## config.mk

```make
export PLATFORM = sky130hd
export DESIGN_NAME = fixed_slot_pool_allocator_unit_flat
export DESIGN_NICKNAME = d
export VERILOG_FILES = /design/src/rtl/fspa_pkg.sv /design/src/rtl/fspa_ifs.sv /design/src/rtl/fixed_slot_pool_allocator_unit.sv /design/src/rtl/fspa_ram.sv /design/src/flat_wrapper.sv
export SDC_FILE = /design/constraint.sdc
export NUM_CORES = 2
export LEC_CHECK = 0
export BUFFER_PORTS_ARGS = -buffer_cell sky130_fd_sc_hd__buf_2
export CAP_MARGIN = 40
export CORE_ASPECT_RATIO = 1.75
export CORE_UTILIZATION = 55
export CTS_BUF_LIST = sky130_fd_sc_hd__clkbuf_16
export CTS_CLUSTER_DIAMETER = 200
export CTS_CLUSTER_SIZE = 40
export DETAILED_ROUTE_END_ITERATION = 6
export GPL_ROUTABILITY_DRIVEN = 0
export HOLD_SLACK_MARGIN = 0.03
export PLACE_DENSITY = 0.67
export REMOVE_ABC_BUFFERS = 1
export SETUP_SLACK_MARGIN = 0.1
export SKIP_LAST_GASP = 1
export SLEW_MARGIN = 5
export SYNTH_ARGS = -nofsm -noshare
export SYNTH_HDL_FRONTEND = slang
export SYNTH_SLANG_ARGS = --single-unit
```

## constraint.sdc

```tcl
create_clock -name clk -period 11 [get_ports clk]
set_clock_uncertainty 0.05 [all_clocks]
set_input_delay 0.55 -clock clk [delete_from_list [all_inputs] [get_ports clk]]
set_output_delay 0.55 -clock clk [all_outputs]
set_load 0.01 [all_outputs]
```

## src/rtl/fspa_pkg.sv

```systemverilog
`default_nettype none
// ----------------------------------------------------------------------------
// Fixed slot pool allocator package
// Shared widths, codes and defaults for the slot pool allocator.
// ----------------------------------------------------------------------------
package fspa_pkg;

  // Slot index space is fixed at 256 entries by the 8-bit slot fields.
  localparam int SLOT_W      = 8;
  localparam int INDEX_SPACE = 256;
  localparam int STATUS_W    = 2;
  localparam int LIMIT_W     = 5;
  // Width used for index and count comparisons (holds up to 2 * INDEX_SPACE).
  localparam int ARITH_W     = 10;

  localparam int DEF_SLOTS_PER_BLOCK = 16;
  localparam int DEF_MAX_BLOCKS      = 16;
  localparam logic [LIMIT_W-1:0] LIMIT_RESET = 5'd16;

  typedef enum logic {
    OP_ALLOC = 1'b0,
    OP_FREE  = 1'b1
  } opcode_t;

  typedef enum logic [STATUS_W-1:0] {
    ST_OK        = 2'd0,
    ST_EXHAUSTED = 2'd1,
    ST_BAD_FREE  = 2'd2
  } status_t;

  typedef enum logic {
    S_IDLE = 1'b0,
    S_EXEC = 1'b1
  } fsm_t;

endpackage : fspa_pkg
`default_nettype wire

```

## src/rtl/fspa_ifs.sv

```systemverilog
`default_nettype none
// ----------------------------------------------------------------------------
// Slot pool allocator channels
// Request, response and configuration channels with valid/ready handshakes.
// ----------------------------------------------------------------------------

// Request channel: one alloc or free request per item.
interface fspa_req_if;
  import fspa_pkg::*;
  logic              valid;
  logic              ready;
  logic              opcode;
  logic [SLOT_W-1:0] slot_to_free;
  modport source (output valid, opcode, slot_to_free, input ready);
  modport sink   (input valid, opcode, slot_to_free, output ready);
endinterface : fspa_req_if

// Response channel: one result item per request.
interface fspa_rsp_if;
  import fspa_pkg::*;
  logic                valid;
  logic                ready;
  logic [SLOT_W-1:0]   slot_given;
  logic [STATUS_W-1:0] status;
  modport source (output valid, slot_given, status, input ready);
  modport sink   (input valid, slot_given, status, output ready);
endinterface : fspa_rsp_if

// Configuration channel: write data for the block limit register.
interface fspa_cfg_if;
  import fspa_pkg::*;
  logic               valid;
  logic               ready;
  logic [LIMIT_W-1:0] data;
  modport source (output valid, data, input ready);
  modport sink   (input valid, data, output ready);
endinterface : fspa_cfg_if
`default_nettype wire

```

## src/rtl/fixed_slot_pool_allocator_unit.sv

```systemverilog
`default_nettype none
// A result is registered in the execute state after its request item is
// accepted, once the output register is free. Requests are accepted only when
// idle, so each item ends the freed-slot stack and in-use flag RAM reads and
// the write-back before the next is taken. Reset (synchronous, active high)
// clears stack depth, base and control state, makes one block with all slots
// fresh, sets the block limit to 16 and holds the request and configuration
// channels not ready; the RAMs are not cleared and there is no clearing pass.
// ----------------------------------------------------------------------------
// Fixed slot pool allocator unit
// Hands out and takes back slot indices from a pool that grows block by block.
// ----------------------------------------------------------------------------
module fixed_slot_pool_allocator_unit #(
  parameter int SLOTS_PER_BLOCK = fspa_pkg::DEF_SLOTS_PER_BLOCK,
  parameter int MAX_BLOCKS      = fspa_pkg::DEF_MAX_BLOCKS
) (
  input  wire logic clk,
  input  wire logic rst,
  fspa_req_if.sink   req,
  fspa_rsp_if.source rsp,
  fspa_cfg_if.sink   cfg
);

  import fspa_pkg::*;

  localparam int BLK_W   = $clog2(MAX_BLOCKS + 1);
  localparam int FRESH_W = $clog2(SLOTS_PER_BLOCK + 1);
  localparam int BASE_W  = SLOT_W + 1;
  localparam int DEPTH_W = SLOT_W + 1;

  localparam logic [ARITH_W-1:0] SPB_A   = ARITH_W'(SLOTS_PER_BLOCK);
  localparam logic [ARITH_W-1:0] MAXB_A  = ARITH_W'(MAX_BLOCKS);
  localparam logic [ARITH_W-1:0] SPACE_A = ARITH_W'(INDEX_SPACE);

  // Control and counter registers.
  fsm_t               state, state_next;
  logic [LIMIT_W-1:0] block_limit;
  logic [DEPTH_W-1:0] stack_depth, stack_depth_next;
  logic [BLK_W-1:0]   blocks_made, blocks_made_next;
  logic [FRESH_W-1:0] fresh_left, fresh_left_next;
  logic [BASE_W-1:0]  base, base_next;

  // Captured request and output register.
  opcode_t             op_q;
  logic [SLOT_W-1:0]   slot_q;
  logic                out_valid;
  logic [SLOT_W-1:0]   out_slot, out_slot_next;
  status_t             out_status, out_status_next;

  // RAM ports.
  logic              req_fire;
  logic              stk_we;
  logic [SLOT_W-1:0] stk_raddr;
  logic [SLOT_W-1:0] stk_rdata;
  logic              flag_we;
  logic [SLOT_W-1:0] flag_waddr;
  logic              flag_wdata;
  logic              flag_rdata;

  // Decode helpers.
  logic               fire;
  logic [ARITH_W-1:0] slot_a;
  logic [ARITH_W-1:0] base_a;
  logic [ARITH_W-1:0] made_a;
  logic [ARITH_W-1:0] lim_a;
  logic [ARITH_W-1:0] eff_lim;
  logic               can_grow;
  logic               handed_out;
  logic               free_ok;
  logic [ARITH_W-1:0] fresh_idx;

  assign req.ready = (state == S_IDLE) && !rst;
  assign req_fire  = req.valid && req.ready;
  assign cfg.ready = !rst;

  assign rsp.valid      = out_valid;
  assign rsp.slot_given = out_slot;
  assign rsp.status     = out_status;

  // The stack read always targets the top entry; it is used only when not empty.
  assign stk_raddr = stack_depth[SLOT_W-1:0] - SLOT_W'(1);

  // Freed-slot stack memory.
  fspa_ram #(
    .DATA_W(SLOT_W),
    .ADDR_W(SLOT_W)
  ) u_stack (
    .clk  (clk),
    .re   (req_fire),
    .raddr(stk_raddr),
    .we   (stk_we),
    .waddr(stack_depth[SLOT_W-1:0]),
    .wdata(slot_q),
    .rdata(stk_rdata)
  );

  // In-use flag memory, valid only for slots that were ever handed out.
  fspa_ram #(
    .DATA_W(1),
    .ADDR_W(SLOT_W)
  ) u_flags (
    .clk  (clk),
    .re   (req_fire),
    .raddr(req.slot_to_free),
    .we   (flag_we),
    .waddr(flag_waddr),
    .wdata(flag_wdata),
    .rdata(flag_rdata)
  );

  // Limit clamp and growth check.
  always_comb begin
    lim_a = ARITH_W'(block_limit);
    if (lim_a == '0) begin
      eff_lim = ARITH_W'(1);
    end else if (lim_a > MAXB_A) begin
      eff_lim = MAXB_A;
    end else begin
      eff_lim = lim_a;
    end
    base_a   = ARITH_W'(base);
    made_a   = base_a + SPB_A;
    can_grow = (ARITH_W'(blocks_made) < eff_lim) && ((made_a + SPB_A) <= SPACE_A);
  end

  // A slot was ever handed out if it lies in an older block, or in the
  // newest block above the fresh slots still left there.
  always_comb begin
    slot_a     = ARITH_W'(slot_q);
    handed_out = (slot_a < base_a) ||
                 ((slot_a >= base_a + ARITH_W'(fresh_left)) && (slot_a < made_a));
    free_ok    = handed_out && flag_rdata &&
                 (ARITH_W'(stack_depth) < SPACE_A);
  end

  assign fire = (state == S_EXEC) && (!out_valid || rsp.ready);

  // Next state, counter updates, RAM writes and the result.
  always_comb begin
    state_next       = state;
    stack_depth_next = stack_depth;
    blocks_made_next = blocks_made;
    fresh_left_next  = fresh_left;
    base_next        = base;
    out_slot_next    = out_slot;
    out_status_next  = out_status;
    stk_we           = 1'b0;
    flag_we          = 1'b0;
    flag_waddr       = slot_q;
    flag_wdata       = 1'b0;
    fresh_idx        = '0;
    unique case (state)
      S_IDLE: begin
        if (req_fire) begin
          state_next = S_EXEC;
        end
      end
      S_EXEC: begin
        if (fire) begin
          state_next      = S_IDLE;
          out_slot_next   = '0;
          out_status_next = ST_OK;
          if (op_q == OP_ALLOC) begin
            priority if (stack_depth != '0) begin
              // Reuse the most recently freed slot.
              stack_depth_next = stack_depth - DEPTH_W'(1);
              out_slot_next    = stk_rdata;
              flag_we          = 1'b1;
              flag_waddr       = stk_rdata;
              flag_wdata       = 1'b1;
            end else if (fresh_left != '0) begin
              // Next fresh slot of the newest block, counting down.
              fresh_left_next = fresh_left - FRESH_W'(1);
              fresh_idx       = base_a + ARITH_W'(fresh_left_next);
              out_slot_next   = fresh_idx[SLOT_W-1:0];
              flag_we         = 1'b1;
              flag_waddr      = fresh_idx[SLOT_W-1:0];
              flag_wdata      = 1'b1;
            end else if (can_grow) begin
              // Add a block and take its highest slot.
              blocks_made_next = blocks_made + BLK_W'(1);
              base_next        = made_a[BASE_W-1:0];
              fresh_left_next  = FRESH_W'(SLOTS_PER_BLOCK - 1);
              fresh_idx        = made_a + SPB_A - ARITH_W'(1);
              out_slot_next    = fresh_idx[SLOT_W-1:0];
              flag_we          = 1'b1;
              flag_waddr       = fresh_idx[SLOT_W-1:0];
              flag_wdata       = 1'b1;
            end else begin
              out_status_next = ST_EXHAUSTED;
            end
          end else begin
            if (free_ok) begin
              // Push the slot and clear its in-use flag.
              stk_we           = 1'b1;
              stack_depth_next = stack_depth + DEPTH_W'(1);
              flag_we          = 1'b1;
              flag_waddr       = slot_q;
              flag_wdata       = 1'b0;
            end else begin
              out_status_next = ST_BAD_FREE;
            end
          end
        end
      end
      default: begin
        state_next = S_IDLE;
      end
    endcase
  end

  // State machine and counters.
  always_ff @(posedge clk) begin
    if (rst) begin
      state       <= S_IDLE;
      stack_depth <= '0;
      blocks_made <= BLK_W'(1);
      fresh_left  <= FRESH_W'(SLOTS_PER_BLOCK);
      base        <= '0;
    end else begin
      state       <= state_next;
      stack_depth <= stack_depth_next;
      blocks_made <= blocks_made_next;
      fresh_left  <= fresh_left_next;
      base        <= base_next;
    end
  end

  // Block limit register.
  always_ff @(posedge clk) begin
    if (rst) begin
      block_limit <= LIMIT_RESET;
    end else if (cfg.valid) begin
      block_limit <= cfg.data;
    end
  end

  // Request capture.
  always_ff @(posedge clk) begin
    if (req_fire) begin
      op_q   <= opcode_t'(req.opcode);
      slot_q <= req.slot_to_free;
    end
  end

  // Output register.
  always_ff @(posedge clk) begin
    if (rst) begin
      out_valid <= 1'b0;
    end else if (fire) begin
      out_valid <= 1'b1;
    end else if (rsp.ready) begin
      out_valid <= 1'b0;
    end
  end

  always_ff @(posedge clk) begin
    out_slot   <= out_slot_next;
    out_status <= out_status_next;
  end

endmodule : fixed_slot_pool_allocator_unit
`default_nettype wire

```

## src/rtl/fspa_ram.sv

```systemverilog
`default_nettype none
// ----------------------------------------------------------------------------
// Slot pool allocator RAM
// Simple dual-port synchronous RAM, one write and one registered read port.
// ----------------------------------------------------------------------------
module fspa_ram #(
  parameter int DATA_W = 8,
  parameter int ADDR_W = 8
) (
  input  wire logic              clk,
  input  wire logic              re,
  input  wire logic [ADDR_W-1:0] raddr,
  input  wire logic              we,
  input  wire logic [ADDR_W-1:0] waddr,
  input  wire logic [DATA_W-1:0] wdata,
  output logic      [DATA_W-1:0] rdata
);

  localparam int DEPTH = 1 << ADDR_W;

  logic [DATA_W-1:0] mem [DEPTH];

  // Write port.
  always_ff @(posedge clk) begin
    if (we) begin
      mem[waddr] <= wdata;
    end
  end

  // Registered read port; data holds until the next read.
  always_ff @(posedge clk) begin
    if (re) begin
      rdata <= mem[raddr];
    end
  end

endmodule : fspa_ram
`default_nettype wire
```

## src/flat_wrapper.sv

```systemverilog
// flat-port wrapper written by rule: the top's interface ports become plain ports
module fixed_slot_pool_allocator_unit_flat import fspa_pkg::*;
#(
  parameter int SLOTS_PER_BLOCK = fspa_pkg::DEF_SLOTS_PER_BLOCK,
  parameter int MAX_BLOCKS      = fspa_pkg::DEF_MAX_BLOCKS
)
  (clk, rst, req_valid, req_opcode, req_slot_to_free, req_ready, rsp_valid, rsp_slot_given, rsp_status, rsp_ready, cfg_valid, cfg_data, cfg_ready);
  fspa_req_if req_i ();
  fspa_rsp_if rsp_i ();
  fspa_cfg_if cfg_i ();
  input  wire logic clk;
  input  wire logic rst;
  input wire logic [$bits(req_i.valid)-1:0] req_valid;
  input wire logic [$bits(req_i.opcode)-1:0] req_opcode;
  input wire logic [$bits(req_i.slot_to_free)-1:0] req_slot_to_free;
  output wire logic [$bits(req_i.ready)-1:0] req_ready;
  output wire logic [$bits(rsp_i.valid)-1:0] rsp_valid;
  output wire logic [$bits(rsp_i.slot_given)-1:0] rsp_slot_given;
  output wire logic [$bits(rsp_i.status)-1:0] rsp_status;
  input wire logic [$bits(rsp_i.ready)-1:0] rsp_ready;
  input wire logic [$bits(cfg_i.valid)-1:0] cfg_valid;
  input wire logic [$bits(cfg_i.data)-1:0] cfg_data;
  output wire logic [$bits(cfg_i.ready)-1:0] cfg_ready;
  assign req_i.valid = req_valid;
  assign req_i.opcode = req_opcode;
  assign req_i.slot_to_free = req_slot_to_free;
  assign req_ready = req_i.ready;
  assign rsp_valid = rsp_i.valid;
  assign rsp_slot_given = rsp_i.slot_given;
  assign rsp_status = rsp_i.status;
  assign rsp_i.ready = rsp_ready;
  assign cfg_i.valid = cfg_valid;
  assign cfg_i.data = cfg_data;
  assign cfg_ready = cfg_i.ready;
  fixed_slot_pool_allocator_unit #(.SLOTS_PER_BLOCK(SLOTS_PER_BLOCK), .MAX_BLOCKS(MAX_BLOCKS)) u_core (.clk(clk), .rst(rst), .req(req_i), .rsp(rsp_i), .cfg(cfg_i));
endmodule
```

# After elaboration in Yosys (flattened, before gate mapping)

Memories as Yosys holds them, arrays and structs flattened. A register that Yosys moved wholly into a read port is not among the register bits.
Cells that the tools add are included.

Add/sub/neg operators: 10
Order comparisons: 7
Equality and inequality tests: 1
Multiplexer cells: 43
Bitwise gates (word level): 4
Reductions and logical operators: 21

Operator list:

| kind                    | number |
|---|---|
| $mux W8                 | 9 |
| $mux W9                 | 3 |
| $mux W1                 | 22 |
| $mux W5                 | 4 |
| $sub A8 B1 Y8 const B   | 2 |
| $add A10 B5 Y10 const B | 1 |
| $add A9 B5 Y10          | 1 |
| $add A9 B5 Y10 const B  | 1 |
| $ge A8 B10 Y1           | 1 |
| $le A10 B9 Y1 const B   | 1 |
| $lt A8 B10 Y1           | 1 |
| $add A9 B1 Y9 const B   | 1 |
| $lt A8 B9 Y1            | 1 |
| $lt A9 B9 Y1 const B    | 1 |
| $reduce_bool A9 Y1      | 1 |
| $sub A9 B1 Y9 const B   | 1 |
| $add A8 B5 Y8           | 1 |
| $mux W2                 | 4 |
| $logic_and A1 B1 Y1     | 7 |
| $reduce_and A6 Y1       | 1 |
| $reduce_bool A2 Y1      | 3 |
| $add A5 B1 Y5 const B   | 1 |
| $gt A5 B5 Y1 const B    | 1 |
| $logic_not A5 Y1        | 1 |
| 11 further kinds        | 16 |

Register bits after elaboration: 54
Bits in writable memories: 2,304
Input port bits: 19
Output and inout port bits: 13
Memories kept: 2

Memory list:

| memory             | depth | bits a word | rd ports | clocked after Yosys merged registers in | wr ports | RTL line       | source |
|---|---|---|---|---|---|---|---|
| u_core.u_stack.mem | 256   | 8           | 1        | 1                                       | 1        | fspa_ram.sv:21 | `logic [DATA_W-1:0] mem [DEPTH];` |
| u_core.u_flags.mem | 256   | 1           | 1        | 1                                       | 1        | fspa_ram.sv:21 |  |

# Depth between registers and ports, before layout

Depth after elaboration: 13
Mapped depth: 16
Gate-level depth less buffers: 14

# Hierarchy

A second synthesis with hierarchy kept.

Cell total of the unflattened synthesis: 4,933
Area, all modules: 94,336.7 um^2

Modules (own cells, without submodules):

| module                         | times used | cells each | area an instance (um^2) | seq. area each (um^2) |
|---|---|---|---|---|
| fspa_ram (u_core.u_stack)      | 1          | 3,733      | 79,636.4                | 61,739.2 |
| fspa_ram (u_core.u_flags)      | 1          | 788        | 11,138.2                | 7,717.4 |
| fixed_slot_pool_allocator_unit | 1          | 412        | 3,562.2                 | 1,191.1 |

# Worst setup path after synthesis

OpenSTA, ideal clock, no wires.

Kind: register to register
Start point: register u_core.stack_depth[0]
End point: memory u_core.u_flags.mem[209] (enable)
Setup time: 0.326 ns
Arrival: 9.533 ns
Required time: 10.624 ns
Setup slack: 1.091 ns
Stages on the path, launching flop included: 14
Buffers on the path: 4
Period minus slack after synthesis: 9.909 ns
Cells stage by stage: dfxtp_1 > buf_2 > buf_2 > buf_2 > inv_1 > ha_1 > nor4b_1 > nand2_1 > nor2_1 > a21boi_1 > nor2_1 > o2111ai_2 > buf_2 > nor4_1

Longest elaborated chain between the ends: 8
Elaborated cells on any way between the ends: 14
Classes of those cells: 1 x order compare; 11 x mux; 2 x reduce/logical

Ends and longest elaborated chain:

| item                          | RTL line                              | source |
|---|---|---|
| from (decl)                   | fixed_slot_pool_allocator_unit.sv:38  | `logic [DEPTH_W-1:0] stack_depth, stack_depth_next;` |
| from (signal assigned)        | fixed_slot_pool_allocator_unit.sv:222 | `stack_depth <= stack_depth_next;` |
| $lt A9 B9 Y1                  | fixed_slot_pool_allocator_unit.sv:133 | `(ARITH_W'(stack_depth) < SPACE_A);` |
| $logic_and A1 B1 Y1           | fixed_slot_pool_allocator_unit.sv:132 | `free_ok = handed_out && flag_rdata &&` |
| $mux W1                       | fixed_slot_pool_allocator_unit.sv:193 | `if (free_ok) begin` |
| $mux W1                       | fixed_slot_pool_allocator_unit.sv:163 | `if (op_q == OP_ALLOC) begin` |
| $mux W1                       | fixed_slot_pool_allocator_unit.sv:159 | `if (fire) begin` |
| $mux W1                       | fixed_slot_pool_allocator_unit.sv:152 | `unique case (state)` |
| $mux W1                       | fspa_ram.sv:25                        | `if (we) begin` |
| $mux W1 (implied by the code) | fspa_ram.sv:26                        | `mem[waddr] <= wdata;` |
| to (decl)                     | fspa_ram.sv:21                        |  |

Several ways; a longest one is shown, not always the timed one.

# Final worst setup path

Start point: register u_core.stack_depth[0]
End point: register u_core.u_stack.rdata[0] (read register of u_core.u_stack.mem), data pin

Longest elaborated chain between the ends: 1

Ends and longest elaborated chain:

| item                    | RTL line                             | source |
|---|---|---|
| $sub A8 B1 Y8           | fixed_slot_pool_allocator_unit.sv:81 | `assign stk_raddr = stack_depth[SLOT_W-1:0] - SLOT_W'(1);` |
| via u_core.stk_raddr[0] | fixed_slot_pool_allocator_unit.sv:53 | `logic [SLOT_W-1:0] stk_raddr;` |
| to (decl)               | fspa_ram.sv:16                       | `output logic [DATA_W-1:0] rdata` |

The timed path passes the listed nets, and every way through them passes these cells.
A chain may end at the register's enable or synchronous reset.

==> impl_metrics.py <==
metrics = {
    "outcome": {
        "status": "finished with violations",
        "violations": "design-rule violations",
    },
    "cts": {
        "post_cts_buffers": 0,
        "cts_max_path_buffers": 3,
        "cts_root_buf": "clkbuf_16",
        "path_clk_slew_ps": 150,
        "clk_latency_ps": 740,
        "numCtsBuffers": 69,
        "cts_tree": "yes",
        "cts_sinks": 2363,
        "cts_hold_buf": 11,
        "cts_resized": 0,
        "htree_levels": 3,
    },
    "global_routing": {
        "gr-usage-all-layers_pct": 27.23,
        "grt_max_degree": 156,
        "antenna_found_initial": 2,
        "grt_pass1_wl_um": 333700,
        "grt-ovfl-total": 0,
        "grt_pass1_vias": 45310,
    },
    "sta": {
        "period_share_pct": 51.69,
        "hold_viol_final": 0,
        "finalSetupViolCount": 0,
        "setup_tns_ps": 0,
        "worst_slack_ps": 5314,
        "fmax_ghz": 0.1759,
        "finalMaxSlewViolations": 0,
        "rsz0062_at_grt": "false",
        "tightest_slew_ps": 1276,
        "max_slew_margin_pct": 14.95,
        "min_period_ps": 5686,
    },
    "power": {
        "p_per_area_nw_per_um2": 152.6,
        "leakage_nw": 28.80,
        "ir_worst_vdd_uv": 126.6,
    },
    "min_path": {
        "hold_path_class": "input pin to flip-flop",
    },
    "setup_path": {
        "cp_slowest_cell": "dfxtp_4",
        "cp_slowest_stage_delay_ps": 810,
        "critPathKind": "flip-flop to flip-flop",
        "start_kind": "flip-flop",
        "crit_fanout": 53,
        "critPathMostFrequentCell": "mux4_2",
        "worst-endpoint-arrival_ps": 6140,
        "crit_chain": "inv_1 > ha_4 > buf_4 > buf_16 > buf_4 > mux4_2 > mux4_2 > mux4_2 > a22oi_1 > nand2_1",
        "endpoint_kind": "flip-flop",
        "crit_required_ps": 11450,
    },
    "logic_synthesis": {
        "ys.flop_type": "edfxtp_1",
        "ys_warn_count": 0,
        "synthArstFlopShare_pct": 0,
        "seq_area_frac_synth_pct": 74.64,
        "synth_seq_cells": 2363,
        "avgSynthCellArea_um2": 21.53,
        "synth_area_um2": 94650,
        "synth-edff-count": 2332,
        "syn-instance-count": 4397,
        "synth_cell_types": 72,
    },
    "die": {
        "core_um2": 171000,
        "die_w_um": 315.6,
        "io_pins": 32,
        "die_y_um": 550.8,
        "row_count": 201,
        "start_util_pct": 55.35,
        "dieArea_um2": 173800,
    },
    "detailed_routing": {
        "routed_wl_um": 233900,
        "viasPerCell": 6.761,
        "drc": 13,
        "drt-initial-drc-count": 5418,
        "routedWlPerCell_um": 35.49,
        "firstDrtPassIters": 7,
        "num_vias": 44550,
        "drtAntennaViolNets": 0,
    },
    "final_layout": {
        "stdcell_count": 6589,
        "final_nets": 4397,
        "final_area_um2": 100300,
        "drive_gt1_share_pct": 25.17,
        "area_growth_pct": 5.992,
    },
    "placed_design": {
        "pre_cts_slack_ps": 5295,
        "dp_cells": 6489,
        "numPortBuffers": 31,
        "dpl-instance-area_um2": 98310,
        "dpl.hpwl_um": 146200,
    },
    "flow_run": {
        "cap_violations": 0,
    },
}
## sequential cells by signal (all words and copies together) (netlist names)
register,flops
u_core.blocks_made,5
u_core.u_flags.mem,256
u_core.stack_depth,9
u_core.state,1
u_core.rsp.valid,1
u_core.rsp.status,2
u_core.u_stack.rdata,8
u_core.u_flags.rdata,1
u_core.slot_q,8
u_core.base,5
u_core.op_q,1
u_core.block_limit,5
u_core.u_stack.mem,2048
u_core.fresh_left,5
u_core.rsp.slot_given,8
## cells in the mapped netlist (8+ instances only)
cell type,instances,share of area [%]
buf_2,50,0.26
nor3_1,125,0.66
xnor2_1,21,0.19
edfxtp_1,2332,74
mux4_2,757,18
xor2_1,10,0.093
nor3_2,10,0.11
mux2i_1,15,0.16
nor2_1,312,1.2
o21ai_0,16,0.085
a21oi_1,27,0.14
nor4_2,27,0.36
buf_1,59,0.23
nand2b_1,8,0.053
dfxtp_1,31,0.66
nor4_1,108,0.71
nor2b_1,9,0.059
ha_1,39,0.52
inv_1,22,0.087
clkbuf_1,194,0.77
a22oi_1,20,0.16
a211oi_1,9,0.071
nand4_1,9,0.059
nand2_1,57,0.23
nand3_1,31,0.16
## cells by family after synthesis
logic type / share of synthesized area (%)
AO/OA/AOI/OAI: 1.052
flip-flops: 74.64
XOR/XNOR: 0.3278
adder cells (fa/ha/maj): 0.5367
multiplexers: 18.17
buffers and inverters: 1.414
AND/OR/NAND/NOR: 3.859
## path summary, 6_finish.rpt
| check | slack [ps] | cells past startpoint | to | start |
|---|---|---|---|---|
| setup / recovery | 5310 | 10 | u_core.u_stack.rdata[0] | u_core.stack_depth[0] |
| hold / removal | 140 | 3 | u_core.block_limit[2] | cfg_valid |
| setup reg to reg | 5310 | 10 | u_core.u_stack.rdata[0] | u_core.stack_depth[0] |
| hold reg to reg | 490 | 2 | u_core.blocks_made[2] | u_core.blocks_made[2] |
## power by group
group          total [mW]  switching [mW]  internal [mW]
logic                1.73            1.03          0.705
clock network        3.69            2.49           1.20
registers            9.89          0.0288           9.86
## metal layers
metal	wire length (um)	global-route usage, %	vias to the layer above
li1	-	-	18220
met2	127100	49.18	1800
met1	83580	33.65	24180
met5	0	0	-
met4	10950	11.38	0
met3	12230	2.404	342
## critical path, delay by kind of cell, from the launching register on
family                     cells  cell delay, ps
muxes                          3            1570
DFF                            1             810
and+or+nand+nor                1             100
buffers and inverters          4            1680
AOI/OAI and AO/OA              1             390
adders and majority gates      1             760
## through the flow
| stage | hold slack (ps) | power, mW | util (%) |
|---|---|---|---|
| global route | 117.9 | 15.64 | 58.66 |
| CTS | 105.0 | 15.36 | 58.66 |
| finish | 135.8 | 15.31 | 58.66 |
| floorplan | 404.7 | 11.82 | - |
| global placement | 453.4 | 11.79 | 56.91 |
| detailed placement | 464.7 | 11.82 | 57.49 |
## cell usage in the layout (no fill, tap or decap), types with 33 or more instances in the layout
master	n
buf_4	85
clkbuf_16	71
edfxtp_1	2332
ha_1	38
inv_1	33
mux4_2	757
nand2_1	56
nor2_1	311
nor3_1	125
nor4_1	107
## area by class of cell
| type | count | area, um^2 |
|---|---|---|
| Clock inverter | 16 | 121.4 |
| Timing Repair Buffer | 178 | 1998 |
| Sequential cell | 2363 | 70650 |
| Multi-Input combinational cell | 1702 | 22890 |
| Antenna cell | 2 | 5.005 |
| Clock buffer | 71 | 1777 |
| Inverter | 24 | 90.09 |
| Fill cell | 12080 | 70690 |
| Tap cell | 2233 | 2794 |
(Power assumes the default switching activity.)
